===== src/rtl/ffba_pkg.sv =====
// ----------------------------------------------------------------------------
// ffba_pkg
// Shared constants, types and helpers of the first-fit block allocator.
// ----------------------------------------------------------------------------
`default_nettype none

package ffba_pkg;

    // sizing
    localparam int THREADS    = 4;
    localparam int ENTRIES    = 16;
    localparam int WORD_BYTES = 8;
    localparam int HEAP_LIMIT = 65536;

    // field widths
    localparam int TID_W  = 2;
    localparam int OFF_W  = 16;
    localparam int SIZE_W = 17;
    localparam int NEED_W = SIZE_W + 1;

    // table indexing
    localparam int IDX_W  = $clog2(ENTRIES);
    localparam int THR_W  = (THREADS > 1) ? $clog2(THREADS) : 1;
    localparam int SLOTS  = THREADS * ENTRIES;
    localparam int SLOT_W = $clog2(SLOTS);
    localparam int NEXT_W = IDX_W + 1;

    localparam logic [NEXT_W-1:0] LIST_END = '1;

    // reciprocal used to divide by the word size
    localparam int RECIP_SHIFT = SIZE_W;
    localparam int RECIP       = (1 << RECIP_SHIFT) / WORD_BYTES;
    localparam int RECIP_W     = RECIP_SHIFT + 1;
    localparam int PROD_W      = SIZE_W + RECIP_W;

    // effective heap after reset
    localparam int HEAP_ROUND = (HEAP_LIMIT + WORD_BYTES - 1) / WORD_BYTES * WORD_BYTES;
    localparam int HEAP_RESET = (HEAP_ROUND > HEAP_LIMIT) ? HEAP_ROUND - WORD_BYTES
                                                          : HEAP_ROUND;

    // operation codes
    localparam logic OP_ALLOC = 1'b0;
    localparam logic OP_FREE  = 1'b1;

    typedef enum logic [1:0] {
        ST_OK        = 2'd0,
        ST_NO_FIT    = 2'd1,
        ST_ZERO_SIZE = 2'd2,
        ST_NOT_FOUND = 2'd3
    } status_t;

    typedef enum logic [2:0] {
        S_IDLE,
        S_ROUND,
        S_WALK,
        S_SPLIT,
        S_DONE
    } walk_state_t;

    // one block table entry
    typedef struct packed {
        logic [OFF_W-1:0]  offset;
        logic [SIZE_W-1:0] size;
        logic              in_use;
        logic [NEXT_W-1:0] next;
    } entry_t;

    localparam int ENTRY_W = $bits(entry_t);

    // walker to table
    typedef struct packed {
        logic             rd_en;
        logic             wr_en;
        logic [THR_W-1:0] tid;
        logic [IDX_W-1:0] rd_idx;
        logic [IDX_W-1:0] wr_idx;
        entry_t           wr_data;
    } tbl_req_t;

    // table to walker
    typedef struct packed {
        entry_t           rd_data;
        logic [IDX_W-1:0] spare_idx;
        logic             spare_ok;
        logic             busy;
    } tbl_rsp_t;

    // finished result
    typedef struct packed {
        logic             valid;
        logic [OFF_W-1:0] offset;
        status_t          status;
    } res_t;

    // round up to whole words, given prod = v * RECIP
    function automatic logic [NEED_W-1:0] round_up(
        input logic [SIZE_W-1:0] v,
        input logic [PROD_W-1:0] prod
    );
        logic [NEED_W-1:0] q0;
        logic [NEED_W-1:0] r0;
        logic [NEED_W-1:0] r;
        logic [NEED_W-1:0] pad;
        q0  = NEED_W'(prod >> RECIP_SHIFT);
        r0  = {1'b0, v} - NEED_W'(q0 * NEED_W'(WORD_BYTES));
        r   = (r0 >= NEED_W'(WORD_BYTES)) ? r0 - NEED_W'(WORD_BYTES) : r0;
        pad = (r != '0) ? NEED_W'(WORD_BYTES) - r : '0;
        return {1'b0, v} + pad;
    endfunction

endpackage

`default_nettype wire


===== src/rtl/first_fit_block_allocator_core.sv =====
// ----------------------------------------------------------------------------
// first_fit_block_allocator_core
// First-fit heap block allocator with block split, one table per thread.
// ----------------------------------------------------------------------------
// One request is handled at a time. A request walks its thread's list,
// one RAM read per entry visited (1 to 16 entries), and an allocate that
// splits a block adds a write step for the upper part; zero-size requests
// and bad thread ids skip the walk. The next request is taken in the idle
// state, which follows once the result moves to the output register, so
// requests do not overlap. The list walk through the single entry RAM sets
// the request rate. Results sit in an output register, so the next request
// is taken while a result waits. Tables need no clearing pass: per entry
// valid bits make unwritten entries read as their reset value. After a heap
// size write the request side stalls until the new heap size is registered.
`default_nettype none

module first_fit_block_allocator_core (
    input  wire logic                        clk,
    input  wire logic                        rst_n,

    input  wire logic                        cfg_wr_en,
    input  wire logic [ffba_pkg::SIZE_W-1:0] cfg_wr_data,

    input  wire logic                        req_valid,
    output logic                             req_stall,
    input  wire logic                        operation,
    input  wire logic [ffba_pkg::TID_W-1:0]  thread_id,
    input  wire logic [ffba_pkg::SIZE_W-1:0] request_bytes,
    input  wire logic [ffba_pkg::OFF_W-1:0]  free_offset,

    output logic                             rsp_valid,
    input  wire logic                        rsp_stall,
    output logic      [ffba_pkg::OFF_W-1:0]  granted_offset,
    output logic      [1:0]                  status
);

    ffba_pkg::tbl_req_t tbl_req;
    ffba_pkg::tbl_rsp_t tbl_rsp;
    ffba_pkg::res_t     res;
    logic               res_take;

    logic                       rsp_valid_reg;
    logic [ffba_pkg::OFF_W-1:0] granted_offset_reg;
    ffba_pkg::status_t          status_reg;

    // block tables
    ffba_table u_table (
        .clk         (clk),
        .rst_n       (rst_n),
        .cfg_wr_en   (cfg_wr_en),
        .cfg_wr_data (cfg_wr_data),
        .tbl_req     (tbl_req),
        .tbl_rsp     (tbl_rsp)
    );

    // request sequencer
    ffba_walker u_walker (
        .clk           (clk),
        .rst_n         (rst_n),
        .req_valid     (req_valid),
        .req_stall     (req_stall),
        .operation     (operation),
        .thread_id     (thread_id),
        .request_bytes (request_bytes),
        .free_offset   (free_offset),
        .tbl_req       (tbl_req),
        .tbl_rsp       (tbl_rsp),
        .res           (res),
        .res_take      (res_take)
    );

    // output register takes a result when empty or being drained
    assign res_take = !rsp_valid_reg || !rsp_stall;

    always_ff @(posedge clk or negedge rst_n)
    begin
        if (!rst_n)
        begin
            rsp_valid_reg <= 1'b0;
        end
        else if (res.valid && res_take)
        begin
            rsp_valid_reg <= 1'b1;
        end
        else if (!rsp_stall)
        begin
            rsp_valid_reg <= 1'b0;
        end
    end

    always_ff @(posedge clk)
    begin
        if (res.valid && res_take)
        begin
            granted_offset_reg <= res.offset;
            status_reg         <= res.status;
        end
    end

    assign rsp_valid      = rsp_valid_reg;
    assign granted_offset = granted_offset_reg;
    assign status         = status_reg;

endmodule

`default_nettype wire


===== src/rtl/ffba_ram.sv =====
// ----------------------------------------------------------------------------
// ffba_ram
// Generic single-write, single-read RAM with a registered read port.
// ----------------------------------------------------------------------------
`default_nettype none

module ffba_ram #(
    parameter int WIDTH = 8,
    parameter int DEPTH = 16
) (
    input  wire logic                     clk,
    input  wire logic                     wr_en,
    input  wire logic [$clog2(DEPTH)-1:0] wr_addr,
    input  wire logic [WIDTH-1:0]         wr_data,
    input  wire logic                     rd_en,
    input  wire logic [$clog2(DEPTH)-1:0] rd_addr,
    output logic      [WIDTH-1:0]         rd_data
);

    logic [WIDTH-1:0] mem [DEPTH];

    // write port
    always_ff @(posedge clk)
    begin
        if (wr_en)
        begin
            mem[wr_addr] <= wr_data;
        end
    end

    // registered read port
    always_ff @(posedge clk)
    begin
        if (rd_en)
        begin
            rd_data <= mem[rd_addr];
        end
    end

endmodule

`default_nettype wire


===== src/rtl/ffba_table.sv =====
// ----------------------------------------------------------------------------
// ffba_table
// Block tables of all threads: entry RAM, per-entry valid and occupied bits,
// heap size register and spare entry search.
// ----------------------------------------------------------------------------
`default_nettype none

module ffba_table (
    input  wire logic                         clk,
    input  wire logic                         rst_n,
    input  wire logic                         cfg_wr_en,
    input  wire logic [ffba_pkg::SIZE_W-1:0]  cfg_wr_data,
    input  wire ffba_pkg::tbl_req_t           tbl_req,
    output ffba_pkg::tbl_rsp_t                tbl_rsp
);

    // heap size handling
    logic [ffba_pkg::SIZE_W-1:0] heap_clamp;
    logic [ffba_pkg::SIZE_W-1:0] heap_clamp_reg;
    logic [ffba_pkg::PROD_W-1:0] heap_prod_reg;
    logic [ffba_pkg::NEED_W-1:0] heap_round;
    logic [ffba_pkg::SIZE_W-1:0] heap_eff_next;
    logic [ffba_pkg::SIZE_W-1:0] heap_eff_reg;
    logic                        cfg_pend_reg;

    // table state kept in flops
    logic [ffba_pkg::ENTRIES-1:0] valid_reg [ffba_pkg::THREADS];
    logic [ffba_pkg::ENTRIES-1:0] occ_reg   [ffba_pkg::THREADS];
    logic [ffba_pkg::ENTRIES-1:0] occ_eff;

    // ram access
    logic [ffba_pkg::SLOT_W-1:0]  rd_slot;
    logic [ffba_pkg::SLOT_W-1:0]  wr_slot;
    logic [ffba_pkg::ENTRY_W-1:0] ram_q;
    logic                         rd_valid_reg;
    logic                         rd_head_reg;
    ffba_pkg::entry_t             rst_entry;

    function automatic logic [ffba_pkg::SLOT_W-1:0] slot_of(
        input logic [ffba_pkg::THR_W-1:0] t,
        input logic [ffba_pkg::IDX_W-1:0] i
    );
        return ffba_pkg::SLOT_W'(ffba_pkg::SLOT_W'(t) * ffba_pkg::SLOT_W'(ffba_pkg::ENTRIES))
             + ffba_pkg::SLOT_W'(i);
    endfunction

    // clamp and scale the written heap size
    assign heap_clamp = (cfg_wr_data > ffba_pkg::SIZE_W'(ffba_pkg::HEAP_LIMIT))
                      ? ffba_pkg::SIZE_W'(ffba_pkg::HEAP_LIMIT) : cfg_wr_data;

    always_ff @(posedge clk)
    begin
        if (cfg_wr_en)
        begin
            heap_clamp_reg <= heap_clamp;
            heap_prod_reg  <= ffba_pkg::PROD_W'(heap_clamp)
                            * ffba_pkg::PROD_W'(ffba_pkg::RECIP);
        end
    end

    // word rounding of the heap, one word off if it passes the limit
    always_comb
    begin
        heap_round = ffba_pkg::round_up(heap_clamp_reg, heap_prod_reg);
        if (heap_round > ffba_pkg::NEED_W'(ffba_pkg::HEAP_LIMIT))
        begin
            heap_eff_next = ffba_pkg::SIZE_W'(heap_round
                          - ffba_pkg::NEED_W'(ffba_pkg::WORD_BYTES));
        end
        else
        begin
            heap_eff_next = ffba_pkg::SIZE_W'(heap_round);
        end
    end

    always_ff @(posedge clk or negedge rst_n)
    begin
        if (!rst_n)
        begin
            heap_eff_reg <= ffba_pkg::SIZE_W'(ffba_pkg::HEAP_RESET);
            cfg_pend_reg <= 1'b0;
        end
        else
        begin
            cfg_pend_reg <= cfg_wr_en;
            if (cfg_pend_reg)
            begin
                heap_eff_reg <= heap_eff_next;
            end
        end
    end

    // valid bits: cleared by reset and by a heap size write
    always_ff @(posedge clk or negedge rst_n)
    begin
        if (!rst_n)
        begin
            for (int t = 0; t < ffba_pkg::THREADS; t++)
            begin
                valid_reg[t] <= '0;
            end
        end
        else if (cfg_wr_en)
        begin
            for (int t = 0; t < ffba_pkg::THREADS; t++)
            begin
                valid_reg[t] <= '0;
            end
        end
        else if (tbl_req.wr_en)
        begin
            valid_reg[tbl_req.tid][tbl_req.wr_idx] <= 1'b1;
        end
    end

    // occupied bits: entry holds a nonzero size
    always_ff @(posedge clk)
    begin
        if (tbl_req.wr_en)
        begin
            occ_reg[tbl_req.tid][tbl_req.wr_idx] <= (tbl_req.wr_data.size != '0);
        end
    end

    // first spare entry of the selected thread, read data and busy flag
    always_comb
    begin
        tbl_rsp.spare_ok  = 1'b0;
        tbl_rsp.spare_idx = '0;
        for (int k = 0; k < ffba_pkg::ENTRIES; k++)
        begin
            if (valid_reg[tbl_req.tid][k])
            begin
                occ_eff[k] = occ_reg[tbl_req.tid][k];
            end
            else
            begin
                occ_eff[k] = (k == 0) && (heap_eff_reg != '0);
            end
        end
        for (int k = ffba_pkg::ENTRIES - 1; k >= 0; k--)
        begin
            if (!occ_eff[k])
            begin
                tbl_rsp.spare_ok  = 1'b1;
                tbl_rsp.spare_idx = ffba_pkg::IDX_W'(k);
            end
        end
        tbl_rsp.rd_data = rd_valid_reg ? ffba_pkg::entry_t'(ram_q) : rst_entry;
        tbl_rsp.busy    = cfg_pend_reg;
    end

    // entry ram
    assign rd_slot = slot_of(tbl_req.tid, tbl_req.rd_idx);
    assign wr_slot = slot_of(tbl_req.tid, tbl_req.wr_idx);

    ffba_ram #(
        .WIDTH (ffba_pkg::ENTRY_W),
        .DEPTH (ffba_pkg::SLOTS)
    ) u_ram (
        .clk     (clk),
        .wr_en   (tbl_req.wr_en),
        .wr_addr (wr_slot),
        .wr_data (tbl_req.wr_data),
        .rd_en   (tbl_req.rd_en),
        .rd_addr (rd_slot),
        .rd_data (ram_q)
    );

    // remember whether the read entry was ever written
    always_ff @(posedge clk)
    begin
        if (tbl_req.rd_en)
        begin
            rd_valid_reg <= valid_reg[tbl_req.tid][tbl_req.rd_idx];
            rd_head_reg  <= (tbl_req.rd_idx == '0);
        end
    end

    // unwritten entries read as their reset value
    always_comb
    begin
        rst_entry.offset = '0;
        rst_entry.size   = rd_head_reg ? heap_eff_reg : '0;
        rst_entry.in_use = 1'b0;
        rst_entry.next   = ffba_pkg::LIST_END;
    end

    // no table write while the heap size is still settling
    a_no_wr_pending: assert property (@(posedge clk) disable iff (!rst_n)
        cfg_pend_reg |-> !tbl_req.wr_en)
        else $error("table written while heap size update pending");

endmodule

`default_nettype wire


===== src/rtl/ffba_walker.sv =====
// ----------------------------------------------------------------------------
// ffba_walker
// Per-request sequencer: rounds the size, walks the thread's list one entry
// read per cycle, and writes back the allocate, split or free.
// ----------------------------------------------------------------------------
`default_nettype none

module ffba_walker (
    input  wire logic                        clk,
    input  wire logic                        rst_n,
    input  wire logic                        req_valid,
    output logic                             req_stall,
    input  wire logic                        operation,
    input  wire logic [ffba_pkg::TID_W-1:0]  thread_id,
    input  wire logic [ffba_pkg::SIZE_W-1:0] request_bytes,
    input  wire logic [ffba_pkg::OFF_W-1:0]  free_offset,
    output ffba_pkg::tbl_req_t               tbl_req,
    input  wire ffba_pkg::tbl_rsp_t          tbl_rsp,
    output ffba_pkg::res_t                   res,
    input  wire logic                        res_take
);

    ffba_pkg::walk_state_t state_reg, state_next;

    // item registers
    logic                        op_reg;
    logic [ffba_pkg::TID_W-1:0]  tid_reg;
    logic [ffba_pkg::SIZE_W-1:0] req_bytes_reg;
    logic [ffba_pkg::PROD_W-1:0] prod_reg;
    logic [ffba_pkg::OFF_W-1:0]  free_off_reg;
    logic [ffba_pkg::NEED_W-1:0] need_reg, need_next;

    // walk registers
    logic [ffba_pkg::IDX_W-1:0]  idx_reg, idx_next;
    logic [ffba_pkg::IDX_W-1:0]  step_reg, step_next;
    logic [ffba_pkg::IDX_W-1:0]  spare_reg, spare_next;
    logic [ffba_pkg::OFF_W-1:0]  hold_off_reg, hold_off_next;
    logic [ffba_pkg::SIZE_W-1:0] hold_size_reg, hold_size_next;
    logic [ffba_pkg::NEXT_W-1:0] hold_next_reg, hold_next_next;

    // result registers
    logic [ffba_pkg::OFF_W-1:0]  res_off_reg, res_off_next;
    ffba_pkg::status_t           res_status_reg, res_status_next;

    // decode of the current item and entry
    logic                        accept;
    logic                        tid_bad;
    logic                        zero_req;
    logic [ffba_pkg::NEED_W-1:0] need_round;
    ffba_pkg::entry_t            ent;
    logic                        fits;
    logic                        split;
    logic                        hit;
    logic                        last;
    logic [ffba_pkg::OFF_W-1:0]  split_off;

    assign req_stall = (state_reg != ffba_pkg::S_IDLE) || tbl_rsp.busy;
    assign accept    = req_valid && !req_stall;

    assign tid_bad    = (32'(tid_reg) >= ffba_pkg::THREADS);
    assign zero_req   = (op_reg == ffba_pkg::OP_ALLOC) && (req_bytes_reg == '0);
    assign need_round = ffba_pkg::round_up(req_bytes_reg, prod_reg);

    // entry checks during the walk
    assign ent   = tbl_rsp.rd_data;
    assign fits  = !ent.in_use && ({1'b0, ent.size} >= need_reg);
    assign split = fits && ({1'b0, ent.size} > need_reg) && tbl_rsp.spare_ok;
    assign hit   = (op_reg == ffba_pkg::OP_ALLOC) ? fits : (ent.offset == free_off_reg);
    assign last  = (step_reg == ffba_pkg::IDX_W'(ffba_pkg::ENTRIES - 1))
                || (ent.next >= ffba_pkg::NEXT_W'(ffba_pkg::ENTRIES));

    assign split_off = hold_off_reg + ffba_pkg::OFF_W'(hold_size_reg);

    // next state
    always_comb
    begin
        state_next = state_reg;
        case (state_reg)
            ffba_pkg::S_IDLE:
            begin
                if (accept)
                begin
                    state_next = ffba_pkg::S_ROUND;
                end
            end
            ffba_pkg::S_ROUND:
            begin
                state_next = (tid_bad || zero_req) ? ffba_pkg::S_DONE : ffba_pkg::S_WALK;
            end
            ffba_pkg::S_WALK:
            begin
                if ((op_reg == ffba_pkg::OP_ALLOC) && split)
                begin
                    state_next = ffba_pkg::S_SPLIT;
                end
                else if (hit || last)
                begin
                    state_next = ffba_pkg::S_DONE;
                end
            end
            ffba_pkg::S_SPLIT:
            begin
                state_next = ffba_pkg::S_DONE;
            end
            ffba_pkg::S_DONE:
            begin
                if (res_take)
                begin
                    state_next = ffba_pkg::S_IDLE;
                end
            end
            default:
            begin
                state_next = ffba_pkg::S_IDLE;
            end
        endcase
    end

    // outputs and datapath
    always_comb
    begin
        tbl_req.rd_en   = 1'b0;
        tbl_req.wr_en   = 1'b0;
        tbl_req.tid     = ffba_pkg::THR_W'(tid_reg);
        tbl_req.rd_idx  = '0;
        tbl_req.wr_idx  = idx_reg;
        tbl_req.wr_data = ent;

        need_next       = need_reg;
        idx_next        = idx_reg;
        step_next       = step_reg;
        spare_next      = spare_reg;
        hold_off_next   = hold_off_reg;
        hold_size_next  = hold_size_reg;
        hold_next_next  = hold_next_reg;
        res_off_next    = res_off_reg;
        res_status_next = res_status_reg;

        res.valid  = (state_reg == ffba_pkg::S_DONE);
        res.offset = res_off_reg;
        res.status = res_status_reg;

        case (state_reg)
            ffba_pkg::S_ROUND:
            begin
                need_next    = need_round;
                res_off_next = '0;
                if (tid_bad)
                begin
                    res_status_next = (op_reg == ffba_pkg::OP_FREE) ? ffba_pkg::ST_NOT_FOUND
                                                                   : ffba_pkg::ST_NO_FIT;
                end
                else if (zero_req)
                begin
                    res_status_next = ffba_pkg::ST_ZERO_SIZE;
                end
                else
                begin
                    // start at the list head
                    tbl_req.rd_en = 1'b1;
                    idx_next      = '0;
                    step_next     = '0;
                end
            end
            ffba_pkg::S_WALK:
            begin
                if ((op_reg == ffba_pkg::OP_ALLOC) && split)
                begin
                    // lower part stays free and links to the spare entry
                    tbl_req.wr_en          = 1'b1;
                    tbl_req.wr_data.size   = ent.size - ffba_pkg::SIZE_W'(need_reg);
                    tbl_req.wr_data.in_use = 1'b0;
                    tbl_req.wr_data.next   = ffba_pkg::NEXT_W'(tbl_rsp.spare_idx);
                    spare_next     = tbl_rsp.spare_idx;
                    hold_off_next  = ent.offset;
                    hold_size_next = ent.size - ffba_pkg::SIZE_W'(need_reg);
                    hold_next_next = ent.next;
                end
                else if (hit)
                begin
                    // whole block taken, or block released
                    tbl_req.wr_en          = 1'b1;
                    tbl_req.wr_data.in_use = (op_reg == ffba_pkg::OP_ALLOC);
                    res_off_next    = (op_reg == ffba_pkg::OP_ALLOC) ? ent.offset : '0;
                    res_status_next = ffba_pkg::ST_OK;
                end
                else if (last)
                begin
                    res_off_next    = '0;
                    res_status_next = (op_reg == ffba_pkg::OP_ALLOC) ? ffba_pkg::ST_NO_FIT
                                                                    : ffba_pkg::ST_NOT_FOUND;
                end
                else
                begin
                    // follow the link
                    tbl_req.rd_en  = 1'b1;
                    tbl_req.rd_idx = ffba_pkg::IDX_W'(ent.next);
                    idx_next       = ffba_pkg::IDX_W'(ent.next);
                    step_next      = step_reg + 1'b1;
                end
            end
            ffba_pkg::S_SPLIT:
            begin
                // upper part goes to the spare entry, marked used
                tbl_req.wr_en          = 1'b1;
                tbl_req.wr_idx         = spare_reg;
                tbl_req.wr_data.offset = split_off;
                tbl_req.wr_data.size   = ffba_pkg::SIZE_W'(need_reg);
                tbl_req.wr_data.in_use = 1'b1;
                tbl_req.wr_data.next   = hold_next_reg;
                res_off_next           = split_off;
                res_status_next        = ffba_pkg::ST_OK;
            end
            default:
            begin
            end
        endcase
    end

    // control state
    always_ff @(posedge clk or negedge rst_n)
    begin
        if (!rst_n)
        begin
            state_reg <= ffba_pkg::S_IDLE;
        end
        else
        begin
            state_reg <= state_next;
        end
    end

    // item capture
    always_ff @(posedge clk)
    begin
        if (accept)
        begin
            op_reg        <= operation;
            tid_reg       <= thread_id;
            req_bytes_reg <= request_bytes;
            prod_reg      <= ffba_pkg::PROD_W'(request_bytes)
                           * ffba_pkg::PROD_W'(ffba_pkg::RECIP);
            free_off_reg  <= free_offset;
        end
    end

    // walk and result payload
    always_ff @(posedge clk)
    begin
        need_reg       <= need_next;
        idx_reg        <= idx_next;
        step_reg       <= step_next;
        spare_reg      <= spare_next;
        hold_off_reg   <= hold_off_next;
        hold_size_reg  <= hold_size_next;
        hold_next_reg  <= hold_next_next;
        res_off_reg    <= res_off_next;
        res_status_reg <= res_status_next;
    end

    a_one_port_op: assert property (@(posedge clk) disable iff (!rst_n)
        !(tbl_req.rd_en && tbl_req.wr_en))
        else $error("table read and write in the same cycle");

    a_accept_rounds: assert property (@(posedge clk) disable iff (!rst_n)
        accept |=> (state_reg == ffba_pkg::S_ROUND))
        else $error("accepted beat did not start rounding");

    a_fail_no_offset: assert property (@(posedge clk) disable iff (!rst_n)
        (res.valid && (res.status != ffba_pkg::ST_OK)) |-> (res.offset == '0))
        else $error("failed request carries an offset");

    a_split_after_walk: assert property (@(posedge clk) disable iff (!rst_n)
        (state_reg == ffba_pkg::S_SPLIT) |-> ($past(state_reg) == ffba_pkg::S_WALK))
        else $error("split entered without a walk hit");

endmodule

`default_nettype wire


===== config.mk =====
export PLATFORM = sky130hd
export DESIGN_NAME = first_fit_block_allocator_core
export DESIGN_NICKNAME = d
export VERILOG_FILES = /design/src/rtl/ffba_pkg.sv /design/src/rtl/first_fit_block_allocator_core.sv /design/src/rtl/ffba_ram.sv /design/src/rtl/ffba_table.sv /design/src/rtl/ffba_walker.sv
export SDC_FILE = /design/constraint.sdc
export NUM_CORES = 2
export LEC_CHECK = 0
export BUFFER_PORTS_ARGS = -buffer_cell sky130_fd_sc_hd__buf_2
export CORE_MARGIN = 2
export CORE_UTILIZATION = 43
export CTS_CLUSTER_SIZE = 30
export DETAILED_ROUTE_END_ITERATION = 8
export HOLD_SLACK_MARGIN = 0.05
export PLACE_DENSITY_LB_ADDON = 0.2
export SLEW_MARGIN = 20
export SYNTH_ARGS = -nofsm -noshare
export SYNTH_HDL_FRONTEND = slang
export SYNTH_SLANG_ARGS = --single-unit

===== constraint.sdc =====
create_clock -name clk -period 19.3 [get_ports clk]
set_input_delay 1.93 -clock clk [delete_from_list [all_inputs] [get_ports clk]]
set_output_delay 1.93 -clock clk [all_outputs]
set_load 0.01 [all_outputs]

==> impl_metrics.py <==
metrics = {
    "outcome": {
        "status": "complete, no violations",
    },
    "routing": {
        "drt_iter0_markers": 12200,
        "vias_per_cell": 6.45,
        "postRouteWirelength_um": 424000,
        "drtAntennaViolNets": 0,
        "wl_per_cell_um": 36.9,
        "drtPass1Iterations": 8,
        "routed-via-count": 74100,
        "drcViolationCount": 0,
    },
    "layout": {
        "drive_above_1_share_pct": 13.8,
        "largest_reg_flops": 2496,
        "stdcell_count": 11500,
        "syn_to_final_growth_pct": 13.8,
        "fin_nets": 7836,
    },
    "placement": {
        "dpl_worst_slack_ns": 11.40,
        "placedCellCount": 10900,
        "dp_hpwl_um": 228000,
        "gp_congestion": 0.888,
        "portBuffers": 77,
    },
    "worst_hold_path": {
        "hp-start": "u_walker.res_off_reg[8]",
        "holdPathStages": 0,
        "hold_class": "flip-flop to flip-flop",
        "whs_endpoint": "granted_offset[8]",
    },
    "yosys": {
        "synth_cell_types": 107,
        "synth_edf_count": 2757,
        "synth-seq-cells": 2845,
        "yosysSeqAreaShare_pct": 74.7,
        "syn_area_um2": 114000,
        "synth_top_cell_by_area": "edfxtp_1",
        "syn_inst": 7512,
        "netlist_top_cells_area": "edfxtp_1 (73%), nand2_1 (3.9%), mux2i_1 (2.6%), a21oi_1 (2.1%), mux4_2 (1.9%)",
        "yosys_warnings": 0,
        "ys.flop_type": "edfxtp_1",
        "synth_top_area_share_pct": 72.8,
        "ys_top_cells_by_count": "edfxtp_1 (2757), nand2_1 (1184), a21oi_1 (473)",
        "syn_avg_cell_area_um2": 15.1,
        "syn_nets": 7616,
        "yosys.cell_count.top_type": "edfxtp_1",
        "ys_async_sr_fraction_pct": 3.02,
    },
    "critical_path": {
        "worstRegToRegCells": 20,
        "worstSetupPathType": "flip-flop to flip-flop",
        "crit_arrival_ns": 8.75,
        "r2r_slack_ns": 11.20,
        "crit_fanout": 61,
        "critPathRequiredTime_ns": 19.95,
        "r2r-end": "u_table.u_ram.rd_data[12]",
        "endpoint_kind": "flip-flop",
        "cp-start-kind": "flip-flop",
        "r2r_start": "u_table.rd_valid_reg",
    },
    "floorplanning": {
        "die_w_um": 518,
        "row_count": 188,
        "core_area_um2": 263000,
        "io_pins": 78,
        "die_area_um2": 269000,
        "initial_core_util_pct": 43.3,
        "die_h_um": 518,
    },
    "grt": {
        "grt_overflow": 0,
        "grt_pass1_vias": 69400,
        "grt_max_degree": 136,
        "grt_pass1_wl_um": 575000,
        "grt_usage_pct": 30.8,
        "antenna_found_initial": 23,
    },
    "clock_tree": {
        "clockRootBuffer": "clkbuf_16",
        "cts_resized": 0,
        "h-tree-depth": 5,
        "clkLatencyLatePin_ns": 1.00,
        "cts.path.max_buffers": 4,
        "cts_setup_buffers": 0,
        "cts_buffers": 313,
        "hold_buffers": 0,
        "clk_pin_slew_ns": 0.06,
        "cts_sinks": 2845,
        "cts_tree": "done",
    },
    "timing": {
        "final.setup.tns_ns": 0,
        "slew_headroom_pct": 19.4,
        "fmax_ghz": 0.123,
        "hold_ws_ns": 0.417,
        "worstMarginPinSlew_ns": 1.21,
        "grt_setup_unrepaired": "false",
        "hold_violations": 0,
        "layout_setup_ws_ns": 11.20,
        "slew_violations": 0,
        "min_period_ns": 8.10,
        "finalCritPeriodShare_pct": 42.0,
        "finClkSkew_ns": 0.0684,
        "setup_violations": 0,
    },
    "power_and_ir_drop": {
        "ir_worst_vdd_mv": 0.122,
        "p_per_area_nw_per_um2": 121,
        "p_leak_nw": 43.4,
        "fin_total_pwr_mw": 15.7,
    },
    "run": {
        "cap_violations": 0,
    },
}
-- through the flow --
step,area (µm²),util [%]
global route,129000,49.3
finish,129000,49.3
floorplan,114000,-
CTS,129000,49.3
detailed placement,120000,45.6
global placement,120000,45.6
-- critical path: stages, from the launching register on --
cell,delay (ns)
edfxtp_1,0.32
buf_4,0.57
nor2b_1,0.13
a22o_1,0.24
inv_1,0.07
ha_1,0.17
inv_1,0.07
fa_1,0.43
a21o_1,0.21
a221o_1,0.36
o211ai_2,0.22
a21oi_2,0.21
nand3b_1,0.62
nand2_4,0.75
buf_4,0.78
buf_4,0.77
mux2i_1,0.27
o22ai_1,0.09
o311ai_0,0.80
and3_1,0.30
o311ai_2,0.20
-- report_power, final --
part / internal (mW) / switching [mW]
combinational: 0.509 / 1.80
clock: 3.31 / 2.42
sequential: 7.51 / 0.121
total: 11.3 / 4.35
-- layout make-up --
cell class | instances | area [µm²]
fillers | 22100 | 133000
flip-flops and latches | 2845 | 85000
multi-input cells | 4133 | 27500
clock buffers | 389 | 8230
well taps | 3515 | 4400
repair buffers | 351 | 2660
clock inverters | 151 | 1320
inverters | 88 | 330
diodes | 12 | 30.0
-- layout by cell type, fill, tap and decap left out, drive strengths merged, types with 31 or more instances in the layout --
| cell | count |
|---|---|
| a2111oi | 33 |
| a211oi | 51 |
| a21oi | 479 |
| a221o | 74 |
| a221oi | 94 |
| a22o | 31 |
| a22oi | 60 |
| a31oi | 75 |
| a32oi | 32 |
| and3 | 65 |
| buf | 351 |
| clkbuf | 389 |
| clkinv | 114 |
| dfrtp | 85 |
| edfxtp | 2757 |
| ha | 44 |
| inv | 97 |
| mux2 | 46 |
| mux2i | 293 |
| mux4 | 110 |
| nand2 | 1186 |
| nand3 | 153 |
| nor2 | 327 |
| nor3 | 79 |
| nor4 | 65 |
| o211ai | 34 |
| o21ai | 213 |
| o22ai | 116 |
| xnor2 | 42 |
-- cells by family after synthesis --
kind of cell             count (synthesis)  synth area share [%]
AND/OR/NAND/NOR                       2040                  7.80
AO/OA/AOI/OAI                         1528                  9.07
adder cells (fa/ha/maj)                 46                 0.519
buffers and inverters                  534                  2.09
flip-flops                            2845                  74.7
multiplexers                           449                  5.26
XOR/XNOR                                70                 0.539
-- metal layers --
layer / wire [µm] / share of wire, % / vias up / track usage (%)
li1: - / - / 29700 / -
met1: 159000 / 37 / 38300 / 41.4
met2: 192000 / 45 / 5202 / 47.4
met3: 53000 / 12 / 883 / 8.13
met4: 19600 / 4.6 / 18 / 13.1
met5: 124 / 0.029 / - / 0
-- how the worst max path moves through the flow --
stage	from	endpoint
global route	u_table.rd_valid_reg	u_table.u_ram.rd_data[24]
CTS	u_table.rd_valid_reg	u_table.u_ram.rd_data[24]
finish	u_table.rd_valid_reg	u_table.u_ram.rd_data[12]
floorplan	u_table.rd_valid_reg	u_table.occ_reg[0][0]
detailed placement	u_table.rd_valid_reg	u_table.u_ram.rd_data[24]
global placement	u_table.rd_valid_reg	u_table.u_ram.rd_data[5]
(Power assumes the default switching activity.)
